$ cat config.mk
export PLATFORM = sky130hd
export DESIGN_NAME = pcm_fade_in_out_smoother
export DESIGN_NICKNAME = d
export VERILOG_FILES = /design/src/hdl/pfs_pkg.sv /design/src/hdl/pfs_div.sv /design/src/hdl/pcm_fade_in_out_smoother.sv
export SDC_FILE = /design/constraint.sdc
export NUM_CORES = 1
export LEC_CHECK = 0
export ABC_AREA = 0
export BUFFER_PORTS_ARGS = -buffer_cell sky130_fd_sc_hd__buf_2
export CAP_MARGIN = 10
export CORE_MARGIN = 2
export CORE_UTILIZATION = 35
export CTS_CLUSTER_DIAMETER = 60
export CTS_CLUSTER_SIZE = 40
export DETAILED_ROUTE_END_ITERATION = 8
export SYNTH_ARGS = -nofsm -noshare
export SYNTH_HDL_FRONTEND = slang
export SYNTH_SLANG_ARGS = --single-unit
$ cat constraint.sdc
create_clock -name clk_i -period 7.5 [get_ports clk_i]
set_input_delay 1.5 -clock clk_i [delete_from_list [all_inputs] [get_ports clk_i]]
set_output_delay 1.5 -clock clk_i [all_outputs]
set_load 0.02 [all_outputs]
$ cat src/hdl/pfs_pkg.sv
// ----------------------------------------------------------------------------
// pfs_pkg
// Shared types and constants for the PCM fade-in / fade-out smoother.
// ----------------------------------------------------------------------------
`default_nettype none

package pfs_pkg;

  // Width of frame counts (packet length, fade length, position)
  localparam int unsigned FRAME_COUNT_BITS = 16;
  // Width of one PCM sample
  localparam int unsigned SAMPLE_BITS      = 16;
  // Quotient bits produced by the divider, one per cycle; the quotient never
  // exceeds the sample magnitude, so it takes a sample's width
  localparam int unsigned QUOT_BITS        = SAMPLE_BITS;
  localparam int unsigned QCNT_BITS        = $clog2(QUOT_BITS);
  // Dividend holds |sample| * count, below 2^(SAMPLE_BITS + FRAME_COUNT_BITS - 1)
  localparam int unsigned DIVIDEND_BITS    = SAMPLE_BITS + FRAME_COUNT_BITS;

  typedef logic [FRAME_COUNT_BITS-1:0] frame_t;
  typedef logic signed [SAMPLE_BITS-1:0] sample_t;
  typedef logic [DIVIDEND_BITS-1:0] dividend_t;
  typedef logic [QUOT_BITS-1:0] quot_t;

  // Fade applied to the current packet
  typedef enum logic [1:0] {
    FADE_NONE = 2'd0,
    FADE_IN   = 2'd1,
    FADE_OUT  = 2'd2
  } fade_mode_e;

  // Sequencer states
  typedef enum logic [3:0] {
    ST_IDLE = 4'b0001,
    ST_MUL  = 4'b0010,
    ST_DIV  = 4'b0100,
    ST_FIN  = 4'b1000
  } seq_state_e;

  // Divider status towards the sequencer
  typedef struct packed {
    logic  done;
    quot_t quot;
  } div_stat_t;

endpackage

`default_nettype wire

$ cat src/hdl/pfs_div.sv
// ----------------------------------------------------------------------------
// pfs_div
// Restoring unsigned divider, one quotient bit per cycle. The quotient must
// fit in QUOT_BITS, i.e. the upper half of the dividend is below the divisor.
// ----------------------------------------------------------------------------
`default_nettype none

module pfs_div (
  input  wire logic               clk_i,
  input  wire logic               rst_ni,
  input  wire logic               start_i,
  input  wire pfs_pkg::dividend_t dividend_i,
  input  wire pfs_pkg::frame_t    divisor_i,
  output pfs_pkg::div_stat_t      stat_o
);

  logic                                    busy_q, busy_d;
  logic                                    done_q, done_d;
  logic [pfs_pkg::QCNT_BITS-1:0]           cnt_q, cnt_d;
  pfs_pkg::frame_t                         rem_q, rem_d;
  pfs_pkg::frame_t                         dvs_q, dvs_d;
  pfs_pkg::quot_t                          quo_q, quo_d;
  logic [pfs_pkg::FRAME_COUNT_BITS:0]      shifted;
  logic [pfs_pkg::FRAME_COUNT_BITS:0]      diff;
  logic                                    ge;

  // One restoring step
  always_comb begin
    shifted = {rem_q, quo_q[pfs_pkg::QUOT_BITS-1]};
    diff    = shifted - {1'b0, dvs_q};
    ge      = (shifted >= {1'b0, dvs_q});
    busy_d  = busy_q;
    done_d  = 1'b0;
    cnt_d   = cnt_q;
    rem_d   = rem_q;
    dvs_d   = dvs_q;
    quo_d   = quo_q;
    if (start_i) begin
      busy_d = 1'b1;
      cnt_d  = '0;
      rem_d  = dividend_i[pfs_pkg::DIVIDEND_BITS-1:pfs_pkg::QUOT_BITS];
      quo_d  = dividend_i[pfs_pkg::QUOT_BITS-1:0];
      dvs_d  = divisor_i;
    end else if (busy_q) begin
      rem_d = ge ? diff[pfs_pkg::FRAME_COUNT_BITS-1:0] : shifted[pfs_pkg::FRAME_COUNT_BITS-1:0];
      quo_d = {quo_q[pfs_pkg::QUOT_BITS-2:0], ge};
      cnt_d = cnt_q + 1'b1;
      if (cnt_q == pfs_pkg::QCNT_BITS'(pfs_pkg::QUOT_BITS - 1)) begin
        busy_d = 1'b0;
        done_d = 1'b1;
      end
    end
  end

  // Control
  always_ff @(posedge clk_i or negedge rst_ni) begin
    if (!rst_ni) begin
      busy_q <= 1'b0;
      done_q <= 1'b0;
      cnt_q  <= '0;
    end else begin
      busy_q <= busy_d;
      done_q <= done_d;
      cnt_q  <= cnt_d;
    end
  end

  // Datapath
  always_ff @(posedge clk_i) begin
    rem_q <= rem_d;
    dvs_q <= dvs_d;
    quo_q <= quo_d;
  end

  assign stat_o.done = done_q;
  assign stat_o.quot = quo_q;

endmodule

`default_nettype wire

$ cat src/hdl/pcm_fade_in_out_smoother.sv
// ----------------------------------------------------------------------------
// pcm_fade_in_out_smoother
// Linear fade-in / fade-out of signed 16-bit mono PCM, packet by packet.
// ----------------------------------------------------------------------------
// One sample word is taken at a time and the input stalls until it is done.
// A sample that passes through unchanged goes from the finishing state into the
// output register, and the next one is taken once the sequencer is idle again.
// A faded sample passes through the multiply state, which forms the product and
// loads the divider, 16 steps of the shared bit-serial divider, the divide state
// that takes the quotient, and the finishing state; the next sample is taken once
// the sequencer is idle again.
// The finished word waits in the output register, so the next sample can be
// taken while it stalls; a further finished word waits in the finishing state
// until the register frees. fade_length is written over the configuration
// channel, which is always ready; write it only while no sample is in flight.
// ----------------------------------------------------------------------------
`default_nettype none

module pcm_fade_in_out_smoother (
  input  wire logic            clk_i,
  input  wire logic            rst_ni,
  // configuration
  input  wire logic            cfg_valid_i,
  output logic                 cfg_ready_o,
  input  wire logic [15:0]     cfg_fade_length_i,
  // input samples
  input  wire logic            in_valid_i,
  output logic                 in_stall_o,
  input  wire logic signed [15:0] sample_in_i,
  input  wire logic            has_audio_i,
  input  wire logic [15:0]     packet_frames_i,
  // output samples
  output logic                 out_valid_o,
  input  wire logic            out_stall_i,
  output logic signed [15:0]   sample_out_o,
  output logic                 packet_end_o
);

  localparam int unsigned FCB = pfs_pkg::FRAME_COUNT_BITS;
  localparam int unsigned SB  = pfs_pkg::SAMPLE_BITS;

  pfs_pkg::seq_state_e state_q, state_d;
  pfs_pkg::frame_t     fade_len_q;
  pfs_pkg::frame_t     pos_q;
  pfs_pkg::frame_t     pkt_len_q;
  pfs_pkg::frame_t     pkt_fade_q;
  logic                pkt_audio_q;
  pfs_pkg::fade_mode_e pkt_mode_q;
  logic                prev_audio_q;
  pfs_pkg::sample_t    held_q;
  logic                out_valid_q;

  // per-sample working registers
  pfs_pkg::sample_t    op_q;
  pfs_pkg::frame_t     num_q;
  logic                sign_q;
  logic                last_q;
  pfs_pkg::sample_t    res_q;
  logic [SB:0]         mag_q;
  pfs_pkg::sample_t    out_sample_q;
  logic                out_end_q;

  logic                in_acc;
  logic                out_free;
  logic                first;
  pfs_pkg::frame_t     len_new, fade_new;
  pfs_pkg::fade_mode_e mode_new;
  pfs_pkg::frame_t     cur_len, cur_fade;
  logic                cur_audio;
  pfs_pkg::fade_mode_e cur_mode;
  logic                do_scale;
  pfs_pkg::frame_t     num_in;
  pfs_pkg::sample_t    op_in;
  logic                last_in;
  logic [SB:0]         mag;
  logic [SB+FCB:0]     prod;
  logic                div_start;
  pfs_pkg::div_stat_t  div_stat;
  logic [SB:0]         quot_ext;
  logic [SB:0]         res_ext;

  assign cfg_ready_o = 1'b1;
  assign in_stall_o  = (state_q != pfs_pkg::ST_IDLE);
  assign in_acc      = in_valid_i && !in_stall_o;
  assign out_free    = !out_valid_q || !out_stall_i;

  // Packet header decode and per-sample fade decision
  always_comb begin
    first    = (pos_q == '0);
    len_new  = (FCB'(packet_frames_i) == '0) ? FCB'(1) : FCB'(packet_frames_i);
    fade_new = (fade_len_q < len_new) ? fade_len_q : len_new;
    if (fade_new == '0)
      mode_new = pfs_pkg::FADE_NONE;
    else if (has_audio_i && !prev_audio_q)
      mode_new = pfs_pkg::FADE_IN;
    else if (!has_audio_i && prev_audio_q)
      mode_new = pfs_pkg::FADE_OUT;
    else
      mode_new = pfs_pkg::FADE_NONE;
    cur_len   = first ? len_new     : pkt_len_q;
    cur_fade  = first ? fade_new    : pkt_fade_q;
    cur_audio = first ? has_audio_i : pkt_audio_q;
    cur_mode  = first ? mode_new    : pkt_mode_q;
    do_scale  = (cur_mode != pfs_pkg::FADE_NONE) && (pos_q < cur_fade);
    num_in    = (cur_mode == pfs_pkg::FADE_IN) ? pos_q : cur_fade - pos_q;
    op_in     = (cur_mode == pfs_pkg::FADE_IN) ? sample_in_i : held_q;
    last_in   = ({1'b0, pos_q} + (FCB+1)'(1)) >= {1'b0, cur_len};
  end

  // Magnitude times count, fed straight into the divider's registers
  always_comb begin
    mag       = op_q[SB-1] ? ((SB+1)'(0) - {op_q[SB-1], op_q}) : {1'b0, op_q};
    prod      = mag * num_q;
    div_start = (state_q == pfs_pkg::ST_MUL);
    quot_ext  = {1'b0, div_stat.quot};
    res_ext   = sign_q ? ((SB+1)'(0) - quot_ext) : quot_ext;
  end

  pfs_div u_div (
    .clk_i      (clk_i),
    .rst_ni     (rst_ni),
    .start_i    (div_start),
    .dividend_i (prod[pfs_pkg::DIVIDEND_BITS-1:0]),
    .divisor_i  (pkt_fade_q),
    .stat_o     (div_stat)
  );

  // Sequencer
  always_comb begin
    state_d = state_q;
    unique case (state_q)
      pfs_pkg::ST_IDLE: if (in_acc) state_d = do_scale ? pfs_pkg::ST_MUL : pfs_pkg::ST_FIN;
      pfs_pkg::ST_MUL:  state_d = pfs_pkg::ST_DIV;
      pfs_pkg::ST_DIV:  if (div_stat.done) state_d = pfs_pkg::ST_FIN;
      pfs_pkg::ST_FIN:  if (out_free) state_d = pfs_pkg::ST_IDLE;
      default:          state_d = pfs_pkg::ST_IDLE;
    endcase
  end

  // Control and block state
  always_ff @(posedge clk_i or negedge rst_ni) begin
    if (!rst_ni) begin
      state_q      <= pfs_pkg::ST_IDLE;
      fade_len_q   <= '0;
      pos_q        <= '0;
      pkt_len_q    <= '0;
      pkt_fade_q   <= '0;
      pkt_audio_q  <= 1'b0;
      pkt_mode_q   <= pfs_pkg::FADE_NONE;
      prev_audio_q <= 1'b0;
      held_q       <= '0;
      out_valid_q  <= 1'b0;
    end else begin
      state_q <= state_d;
      if (cfg_valid_i && cfg_ready_o) begin
        fade_len_q <= FCB'(cfg_fade_length_i);
      end
      if (in_acc) begin
        pkt_len_q   <= cur_len;
        pkt_fade_q  <= cur_fade;
        pkt_audio_q <= cur_audio;
        pkt_mode_q  <= cur_mode;
        pos_q       <= last_in ? '0 : pos_q + 1'b1;
      end
      // retire the word into the output register
      if ((state_q == pfs_pkg::ST_FIN) && out_free) begin
        out_valid_q <= 1'b1;
        if (last_q) begin
          if (pkt_fade_q != '0) begin
            held_q <= pkt_audio_q ? res_q : '0;
          end
          prev_audio_q <= pkt_audio_q;
        end
      end else if (out_valid_q && !out_stall_i) begin
        out_valid_q <= 1'b0;
      end
    end
  end

  // Working and output data
  always_ff @(posedge clk_i) begin
    if (in_acc) begin
      op_q   <= op_in;
      num_q  <= num_in;
      sign_q <= op_in[SB-1];
      last_q <= last_in;
      res_q  <= sample_in_i;
    end
    if (state_q == pfs_pkg::ST_MUL) begin
      mag_q <= mag;
    end
    if ((state_q == pfs_pkg::ST_DIV) && div_stat.done) begin
      res_q <= res_ext[SB-1:0];
    end
    if ((state_q == pfs_pkg::ST_FIN) && out_free) begin
      out_sample_q <= res_q;
      out_end_q    <= last_q;
    end
  end

  assign out_valid_o  = out_valid_q;
  assign sample_out_o = out_sample_q;
  assign packet_end_o = out_end_q;

  // Checks
  a_state_onehot: assert property (@(posedge clk_i) disable iff (!rst_ni)
    $onehot(state_q))
    else $error("sequencer state not one-hot");

  a_div_done_in_div: assert property (@(posedge clk_i) disable iff (!rst_ni)
    div_stat.done |-> (state_q == pfs_pkg::ST_DIV))
    else $error("divider finished outside the divide state");

  a_fade_bounded: assert property (@(posedge clk_i) disable iff (!rst_ni)
    ((state_q == pfs_pkg::ST_DIV) && div_stat.done) |-> (quot_ext <= mag_q))
    else $error("faded magnitude exceeds source magnitude");

  a_pos_in_packet: assert property (@(posedge clk_i) disable iff (!rst_ni)
    (pos_q == '0) || (pos_q < pkt_len_q))
    else $error("position beyond packet length");

endmodule

`default_nettype wire

# Yosys cells after proc, flatten, opt, wreduce, memory -nomap -nowiden
# Index checks and enable logic that the tools add are counted.
[classes]
n_eq_ne = 10
bitwise_logic = 0
add_sub_neg = 7
n_shift = 0
n_reduce_logical = 25
mul = 1
magnitude_cmp = 4
div_mod_pow = 0
mux = 36
[ops]
columns = ["op", "count"]
rows = [
  ["16-bit 2-to-1 mux", 16],
  ["16-bit zero test", 3],
  ["17-bit by 16-bit >= comparator with 1-bit output", 2],
  ["16-bit less-than comparator", 2],
  ["17-bit by 16-bit multiplier with 32-bit output", 1],
  ["16-bit subtractor", 2],
  ["4-bit 2-to-1 mux", 6],
  ["16-bit by 1-bit adder with 17-bit output, second input constant", 1],
  ["17-bit 2-to-1 mux", 1],
  ["1-bit by 16-bit subtractor with 17-bit output, first input constant", 1],
  ["16-bit by 1-bit adder with 16-bit output, second input constant", 1],
  ["4-bit one-hot mux with 4 select lines", 1],
  ["16-bit nonzero test", 1],
  ["1-bit by 16-bit subtractor with 16-bit output, first input constant", 1],
  ["4-bit == test, second input constant", 2],
  ["1-bit 2-to-1 mux", 8],
  ["2-bit 2-to-1 mux", 4],
  ["2-bit nonzero test", 4],
  ["1-bit logical AND", 7],
  ["3-bit AND reduction", 2],
  ["1-bit zero test", 5],
  ["4-bit by 1-bit adder with 4-bit output, second input constant", 1],
  ["4-bit by 1-bit == test with 1-bit output, second input constant", 1],
  ["4-bit by 2-bit == test with 1-bit output, second input constant", 1],
  ["7 further kinds", 9],
]
[totals]
memories = 0
latchBits = 0
ff_bits = 210
output_inout_bits = 20
mem_bits_ro = 0
ramBits = 0

# Longest topological paths before layout
# Gate-level depths: netlist (run 1).
[depth]
word_depth = 12
depth_mapped = 30

# Hierarchy
# From an unflattened synthesis (run 1), not the netlist that was laid out.
[hier_totals]
cells_unflattened = 2170
hier_area_um2 = 20738.6
[by_module_without_submodules]
columns = ["mod", "cells_each", "area_each_um2", "seq_area_each_um2", "n_inst"]
rows = [
  ["pcm_fade_in_out_smoother", 1909, 17621.9, 4210.3, 1],
  ["pfs_div", 261, 3116.7, 1591.5, 1],
]

# Worst setup path after synthesis (run 1)
# No wires, ideal clock.
[synth_path]
path_kind = "reg2reg"
from = "register op_q[0]"
to = "register u_div.rem_q[15], data pin"
arrival_time_ps = 6981
period_less_slack_ps = 7244
path_stages_with_launch = 27
slack_ps = 256
cell_sequence = "edfxtp_1 > inv_1 > nand2_1 > or4_1 > o31ai_1 > xnor2_1 > clkbuf_1 > nand2_1 > fa_1 > inv_1 > fa_1 > fa_1 > fa_1 > fa_1 > inv_1 > fa_1 > inv_1 > ha_1 > a211o_1 > a21oi_1 > nand2_1 > a211oi_1 > o21ai_0 > or3_1 > a31oi_1 > xnor2_1 > o21ai_1"
[synth_via]
elab_chain_len = 4
[synth_rtl]
columns = ["item", "line_no", "text"]
rows = [
  ["from (decl)", "pcm_fade_in_out_smoother.sv:54", "pfs_pkg::sample_t op_q;"],
  ["from (signal assigned)", "pcm_fade_in_out_smoother.sv:183", "op_q <= op_in;"],
  ["1-bit by 16-bit subtractor with 17-bit output", "pcm_fade_in_out_smoother.sv:112", "mag = op_q[SB-1] ? ((SB+1)'(0) - {op_q[SB-1], op_q}) : {1'b0, op_q};"],
  ["17-bit 2-to-1 mux *", "pcm_fade_in_out_smoother.sv:112", ""],
  ["17-bit by 16-bit multiplier with 32-bit output *", "pcm_fade_in_out_smoother.sv:113", "prod = mag * num_q;"],
  ["16-bit 2-to-1 mux *", "pfs_div.sv:38", "if (start_i) begin"],
  ["via u_div.rem_d[15]", "pfs_div.sv:20", "pfs_pkg::frame_t rem_q, rem_d;"],
  ["to (signal assigned)", "pfs_div.sv:70", "rem_q <= rem_d;"],
  ["to (decl)", "pfs_div.sv:20", ""],
]
# Mark *: on every way through the listed nets, which the timed path passes. The rest lies on a longest branch.
# A chain may end at the register's enable or synchronous reset.

# Worst setup path in the final report (run 1)
# Ends and elaborated chain as after synthesis.

==> impl_metrics.env, run 1 <==
export IMPL_netlist_instances=2168
export IMPL_netlist_area_um2=20400
export IMPL_critical_path_top_delay_family="adder cells"
export IMPL_cp_end_kind="flip-flop"
export IMPL_synth_edf_count=114
export IMPL_clock_sinks=209
export IMPL_grt_antenna_before_repair=1
export IMPL_clock_path_buffers=3
export IMPL_synthDistinctLibCells=71
export IMPL_cp_max_fo=4
export IMPL_clk_root_buffer_cell="sky130_fd_sc_hd__clkbuf_16"
export IMPL_worst_margin_slew_ns=1.10
export IMPL_clock_period_minus_worst_slack_ns=7.36
export IMPL_number_of_detailed_routing_iterations_run_before_antenna_repair=5
export IMPL_post_synth_top_area_cell="sky130_fd_sc_hd__fa_1"
export IMPL_synth_top_cells_by_area="sky130_fd_sc_hd__fa_1 (21%), sky130_fd_sc_hd__edfxtp_1 (17%), sky130_fd_sc_hd__dfrtp_1 (12%)"
export IMPL_post_dp_hpwl_um=40700
export IMPL_yosys_area_top_type_share=0.205
export IMPL_worst_r2r_setup_slack_ns=0.14
export IMPL_numCtsBuffers=21
export IMPL_post_synth_top_count_cell="sky130_fd_sc_hd__nand2_1"
export IMPL_timing_critical_path_slowest_cell_delay_ns=0.55
export IMPL_floorplan_initialDensity=0.354
export IMPL_reg2reg_to="u_div.rem_q[15]"
export IMPL_route_detailed_drc=0
export IMPL_route_detailed_wl_per_inst_um=16.9
export IMPL_slew_headroom=0.264
export IMPL_critPathMostFrequentCell="sky130_fd_sc_hd__fa_1"
export IMPL_path_depth=28
export IMPL_finalSetupViolations=0
export IMPL_worst_endpoint_required_ns=7.77
export IMPL_hold_path_cell_count=0
export IMPL_cts_htree_levels=1
export IMPL_cp_data_arrival_time_ns=7.62
export IMPL_antenna_diode_count=0
export IMPL_worstSetupStartpointType="flip-flop"
export IMPL_cts_hold_buffers=0
export IMPL_die_width_um=245
export IMPL_timing_final_crit_share=0.981
export IMPL_worst_hold_slack_ns=0.452
export IMPL_placeableCoreArea_um2=57700
export IMPL_grt_pass1_wl_um=84500
export IMPL_worst_r2r_path_depth=28
export IMPL_ys_warn_count=0
export IMPL_timing_max_transition_violations_final=0
export IMPL_critical_register_to_register_path_startpoint="op_q[0]"
export IMPL_num_rows=88
export IMPL_die_height_um=245
export IMPL_worstHoldPathType="reg -> reg"
export IMPL_cp_slowest_cell="sky130_fd_sc_hd__fa_1"
export IMPL_routed_via_count=15500
export IMPL_drt_initial_drc_count=974
export IMPL_path_clk_slew_ns=0.08
export IMPL_setup_worst_path_class="reg -> reg"
export IMPL_hold_viol=0
export IMPL_async_set_or_reset_register_ratio_after_synthesis=0.455
export IMPL_finish_utilization=0.404
export IMPL_hold_start="res_q[5]"
export IMPL_ys_flop_type="sky130_fd_sc_hd__edfxtp_1"
export IMPL_proportion_of_synthesized_chip_area_in_sequential_cells=0.284
export IMPL_die_area_um2=60200
export IMPL_detail_route_wirelength_um=51600
export IMPL_ant_nets=0
export IMPL_first_global_vias=15800
export IMPL_worst_hold_path_endpoint="sample_out_o[5]"
export IMPL_clock_skew_ns=0.0260
export IMPL_boundaryPins=74
export IMPL_syn_area_per_cell_um2=9.41
export IMPL_gp_congestion=0.912
export IMPL_status="completed"
export IMPL_cts_tree="yes"
export IMPL_avgViaCountPerCell=5.07
export IMPL_post_route_cells_drive_above_1_share=0.122
export IMPL_final_net_count=2715
export IMPL_timing_max_cap_violations=0
export IMPL_grt_max_degree=71
export IMPL_ys_ff_latch=209
export IMPL_insertion_delay_ns=0.54
export IMPL_port_buffer_count=72
export IMPL_synthTopCellsByCount="sky130_fd_sc_hd__nand2_1 (334), sky130_fd_sc_hd__inv_1 (290), sky130_fd_sc_hd__fa_1 (209)"
export IMPL_max_freq_mhz=136
export IMPL_timing_critical_path_buf_inv=7
export IMPL_grt_ovfl_total=0
export IMPL_syn2layout_area_growth_pct=14.2
export IMPL_grt_setup_unrepaired="true"
export IMPL_gr_usage_all_layers=0.174
## cell families after synthesis
kind of cell    after synthesis  share of synthesized area
fa+ha+maj                   378                      0.309
xor+xnor                     95                     0.0408
buf+inv                     377                     0.0710
flops                       209                      0.284
simple gates                678                      0.156
other cells                   2                   0.000368
mux                          44                     0.0239
compound gates              385                      0.115
## how the worst max path moves through the flow
stage	endpoint	startpoint
finish	u_div.rem_q[15]	op_q[0]
global placement	u_div.rem_q[14]	op_q[2]
CTS	u_div.rem_q[15]	op_q[0]
global route	u_div.rem_q[15]	op_q[0]
detailed placement	u_div.rem_q[14]	op_q[0]
floorplan	u_div.rem_q[15]	op_q[0]
## worst register-to-register path, delay by kind of cell, from the launching register on
| kind | cells | cell delay (ns) |
|---|---|---|
| flip-flops | 1 | 0.42 |
| AO/OA/AOI/OAI | 7 | 1.23 |
| buffers and inverters | 7 | 0.72 |
| adder cells (fa/ha/maj) | 7 | 3.32 |
| XOR/XNOR | 2 | 0.31 |
| AND/OR/NAND/NOR | 5 | 1.11 |
## per-stage QoR
step / std cells / setup WS [ns] / instance area, um2 / setup TNS (ns)
4_1_cts: 3053 / 0.0195 / 22900 / 0
2_1_floorplan: 2182 / 0.256 / 20500 / 0
3_3_place_gp: 3010 / -0.0196 / 22100 / -0.0196
3_5_place_dp: 3010 / -0.151 / 22100 / -0.297
6_report: 3063 / 0.144 / 23300 / 0
5_1_grt: 3063 / -0.215 / 23300 / -0.465
## repair_timing
item                                   CTS  global route
pin swaps                                3            24
buffers inserted                         5             9
setup endpoints to repair                3            12
endpoints found under the hold margin    0             0
gates resized for setup                  7            59
cloned                                   0             1
## final cells by class
cell class              instances  area (um2)
multi-input cells            1596       13500
fillers                      5703       34400
well taps                     765         957
clock buffers                  22         529
clock inverters                16         226
repair buffers                163        1140
flip-flops and latches        209        5800
inverters                     292        1100
## per-layer routing
metal | global-route usage | share of wire
met1 | 0.241 | 0.45
met2 | 0.296 | 0.49
met3 | 0.0135 | 0.045
met4 | 0.0398 | 0.020
met5 | 0 | 0
## state kept, by name (all words and copies together), names as in the netlist, 2 cells and up
| register | count |
|---|---|
| pkt_mode_q | 2 |
| u_div.quo_q | 16 |
| held_q | 16 |
| pkt_fade_q | 16 |
| sample_out_o | 16 |
| u_div.cnt_q | 4 |
| u_div.rem_q | 16 |
| num_q | 16 |
| pos_q | 16 |
| res_q | 16 |
| op_q | 16 |
| u_div.dvs_q | 16 |
| state_q | 4 |
| fade_len_q | 16 |
| pkt_len_q | 16 |
## cells in the final DEF, fill, tap and decap left out, types with 7 or more instances in the layout
cell	Yosys	routed
sky130_fd_sc_hd__o21ai_0	158	153
sky130_fd_sc_hd__nor3_1	19	18
sky130_fd_sc_hd__mux2_2	22	22
sky130_fd_sc_hd__mux2_1	16	16
sky130_fd_sc_hd__edfxtp_1	114	114
sky130_fd_sc_hd__nand2_1	334	330
sky130_fd_sc_hd__xnor2_1	57	51
sky130_fd_sc_hd__nand3_1	18	16
sky130_fd_sc_hd__or3_1	8	7
sky130_fd_sc_hd__buf_4	2	82
sky130_fd_sc_hd__clkbuf_16	0	22
sky130_fd_sc_hd__nor2b_1	11	10
sky130_fd_sc_hd__a211oi_1	18	16
sky130_fd_sc_hd__o21a_1	18	18
sky130_fd_sc_hd__xor2_1	38	38
sky130_fd_sc_hd__a21oi_1	89	85
sky130_fd_sc_hd__o21ai_1	3	7
sky130_fd_sc_hd__fa_2	0	7
sky130_fd_sc_hd__nor4_1	14	13
sky130_fd_sc_hd__nor2_1	91	88
sky130_fd_sc_hd__buf_2	2	71
sky130_fd_sc_hd__and2_1	118	117
sky130_fd_sc_hd__a21o_1	21	21
sky130_fd_sc_hd__ha_1	169	166
sky130_fd_sc_hd__dfrtp_1	94	94
sky130_fd_sc_hd__o31ai_1	13	10
sky130_fd_sc_hd__o21bai_1	7	7
sky130_fd_sc_hd__nand4_1	22	22
sky130_fd_sc_hd__conb_1	2	16
sky130_fd_sc_hd__o22ai_1	7	7
sky130_fd_sc_hd__o211ai_1	8	8
sky130_fd_sc_hd__nand2b_1	15	15
sky130_fd_sc_hd__inv_1	290	289
sky130_fd_sc_hd__fa_1	209	202
Power of run 1 is not shown: default switching activity piles up to over one toggle a cycle in this logic, so the estimate is an artifact.
==> run 2: changes to the inputs <==
--- a/config.mk
+++ b/config.mk
@@ -9,10 +9,11 @@
 export BUFFER_PORTS_ARGS = -buffer_cell sky130_fd_sc_hd__buf_2
 export CAP_MARGIN = 10
 export CORE_MARGIN = 2
-export CORE_UTILIZATION = 35
+export CORE_UTILIZATION = 55
 export CTS_CLUSTER_DIAMETER = 60
 export CTS_CLUSTER_SIZE = 40
 export DETAILED_ROUTE_END_ITERATION = 8
+export PLACE_DENSITY = 0.75
 export SYNTH_ARGS = -nofsm -noshare
 export SYNTH_HDL_FRONTEND = slang
 export SYNTH_SLANG_ARGS = --single-unit
==> run 2 against run 1 <==
- first-iteration DRC count up 28%
- non-clock buffer count down 23
- clock skew up 0.0054 ns
- sequential share of layout area up 0.92 points
- highest routed layer unchanged
- global-route usage up 8.4 points
- critical path type unchanged
- design area down 3.6%
==> impl_metrics.env, run 2 (same netlist as run 1, synthesis figures left out) <==
export IMPL_drt_initial_drc_count=1242
export IMPL_grt_max_degree=71
export IMPL_grt_antenna_before_repair=0
export IMPL_port_buffer_count=72
export IMPL_timing_max_cap_violations=0
export IMPL_grt_ovfl_total=0
export IMPL_cp_data_arrival_time_ns=7.64
export IMPL_detail_route_wirelength_um=48400
export IMPL_max_freq_mhz=135
export IMPL_avgViaCountPerCell=5.67
export IMPL_worstHoldPathType="reg -> reg"
export IMPL_hold_viol=0
export IMPL_placeableCoreArea_um2=36600
export IMPL_clock_sinks=209
export IMPL_route_detailed_wl_per_inst_um=17.7
export IMPL_path_clk_slew_ns=0.10
export IMPL_worst_endpoint_required_ns=7.71
export IMPL_cts_hold_buffers=0
export IMPL_die_area_um2=38600
export IMPL_num_rows=70
export IMPL_setup_worst_path_class="reg -> reg"
export IMPL_cts_tree="yes"
export IMPL_grt_pass1_wl_um=80000
export IMPL_cts_htree_levels=1
export IMPL_routed_via_count=15500
export IMPL_die_width_um=197
export IMPL_syn2layout_area_growth_pct=10.1
export IMPL_first_global_vias=15700
export IMPL_fillerInstances=3059
export IMPL_clk_root_buffer_cell="sky130_fd_sc_hd__clkbuf_16"
export IMPL_final_net_count=2687
export IMPL_worst_hold_slack_ns=0.463
export IMPL_clock_path_buffers=3
export IMPL_gr_usage_all_layers=0.258
export IMPL_clock_skew_ns=0.0314
export IMPL_timing_max_transition_violations_final=0
export IMPL_grt_setup_unrepaired="true"
export IMPL_boundaryPins=74
export IMPL_timing_final_crit_share=0.990
export IMPL_worst_margin_slew_ns=1.17
export IMPL_post_dp_hpwl_um=37900
export IMPL_numCtsBuffers=16
export IMPL_post_route_cells_drive_above_1_share=0.105
export IMPL_fin_cells=2733
export IMPL_floorplan_initialDensity=0.557
export IMPL_antenna_diode_count=0
export IMPL_number_of_detailed_routing_iterations_run_before_antenna_repair=5
export IMPL_ant_nets=0
export IMPL_die_height_um=197
export IMPL_final_common_cell="sky130_fd_sc_hd__nand2_1"
export IMPL_finalSetupViolations=0
export IMPL_clock_period_minus_worst_slack_ns=7.43
export IMPL_cp_end_kind="flip-flop"
export IMPL_cp_max_fo=10
export IMPL_layout_cells_most_common_list="sky130_fd_sc_hd__nand2_1 (334), sky130_fd_sc_hd__inv_1 (290), sky130_fd_sc_hd__fa_1 (204)"
export IMPL_insertion_delay_ns=0.51
export IMPL_route_detailed_drc=0
export IMPL_worstSetupStartpointType="flip-flop"
export IMPL_placed_cells=2691
export IMPL_slew_headroom=0.220
export IMPL_status="completed"
export IMPL_gp_congestion=0.924
run 2: area by class of cell:
cell class	instances	area, um2	area share
flip-flops and latches	209	5800	0.258
clock inverters	11	163	0.00724
clock buffers	17	425	0.0189
multi-input cells	1596	13400	0.597
well taps	468	586	0.0261
repair buffers	140	968	0.0431
inverters	292	1100	0.0488
run 2: final timing paths:
kind | end | depth (start not counted) | slack (ns) | from
worst min-delay path | sample_out_o[1] | 0 | 0.46 | res_q[1]
worst max-delay path | u_div.rem_q[14] | 27 | 0.07 | op_q[3]
min in group asynchronous | fade_len_q[15] | 1 | 0.93 | rst_ni
worst min register to register | sample_out_o[1] | 0 | 0.46 | res_q[1]
max in group asynchronous | pkt_len_q[15] | 2 | 5.35 | rst_ni
worst max register to register | u_div.rem_q[14] | 27 | 0.07 | op_q[3]
run 2: metal layers:
| layer | vias to the layer above | part of all wire | track usage |
|---|---|---|---|
| li1 | 7332 | - | - |
| met1 | 7584 | 0.43 | 0.351 |
| met2 | 481 | 0.49 | 0.438 |
| met3 | 94 | 0.055 | 0.0287 |
| met4 | 0 | 0.030 | 0.0771 |
| met5 | - | 0 | 0 |
run 2: worst max-delay path, stage by stage (launching register included):
cell and delay [ns]:
sky130_fd_sc_hd__edfxtp_1 0.41, sky130_fd_sc_hd__buf_4 0.17, sky130_fd_sc_hd__or4_4 0.53, sky130_fd_sc_hd__o31ai_4 0.22
sky130_fd_sc_hd__xnor2_2 0.15, sky130_fd_sc_hd__buf_12 0.16, sky130_fd_sc_hd__and2_1 0.16, sky130_fd_sc_hd__fa_1 0.52
sky130_fd_sc_hd__inv_1 0.05, sky130_fd_sc_hd__fa_1 0.49, sky130_fd_sc_hd__inv_1 0.06, sky130_fd_sc_hd__fa_1 0.48
sky130_fd_sc_hd__fa_1 0.52, sky130_fd_sc_hd__fa_1 0.52, sky130_fd_sc_hd__inv_1 0.05, sky130_fd_sc_hd__fa_1 0.51
sky130_fd_sc_hd__inv_1 0.05, sky130_fd_sc_hd__ha_1 0.30, sky130_fd_sc_hd__and4_2 0.28, sky130_fd_sc_hd__nor2b_1 0.15
sky130_fd_sc_hd__a41oi_2 0.23, sky130_fd_sc_hd__o211ai_1 0.12, sky130_fd_sc_hd__buf_4 0.18, sky130_fd_sc_hd__a2111oi_4 0.31
sky130_fd_sc_hd__nor3_2 0.11, sky130_fd_sc_hd__a31oi_1 0.17, sky130_fd_sc_hd__xor2_1 0.15, sky130_fd_sc_hd__o21ai_0 0.08
run 2: metrics by stage:
| step | TNS, ns | utilization | cell area (um2) | setup WS (ns) |
|---|---|---|---|---|
| floorplan | 0 | - | 20500 | 0.256 |
| global placement | 0 | 0.588 | 21500 | 0.0388 |
| detailed placement | -0.162 | 0.588 | 21500 | -0.0866 |
| CTS | -0.0455 | 0.606 | 22200 | -0.0455 |
| global route | -0.669 | 0.613 | 22500 | -0.219 |
| finish | 0 | 0.613 | 22500 | 0.0749 |
run 2: timing repair:
item                       CTS  global route
setup buffers                1            13
gates resized for setup      7            41
pin swaps                    2            11
setup endpoints to repair    3            12
Power of run 2 is left out for the same reason.
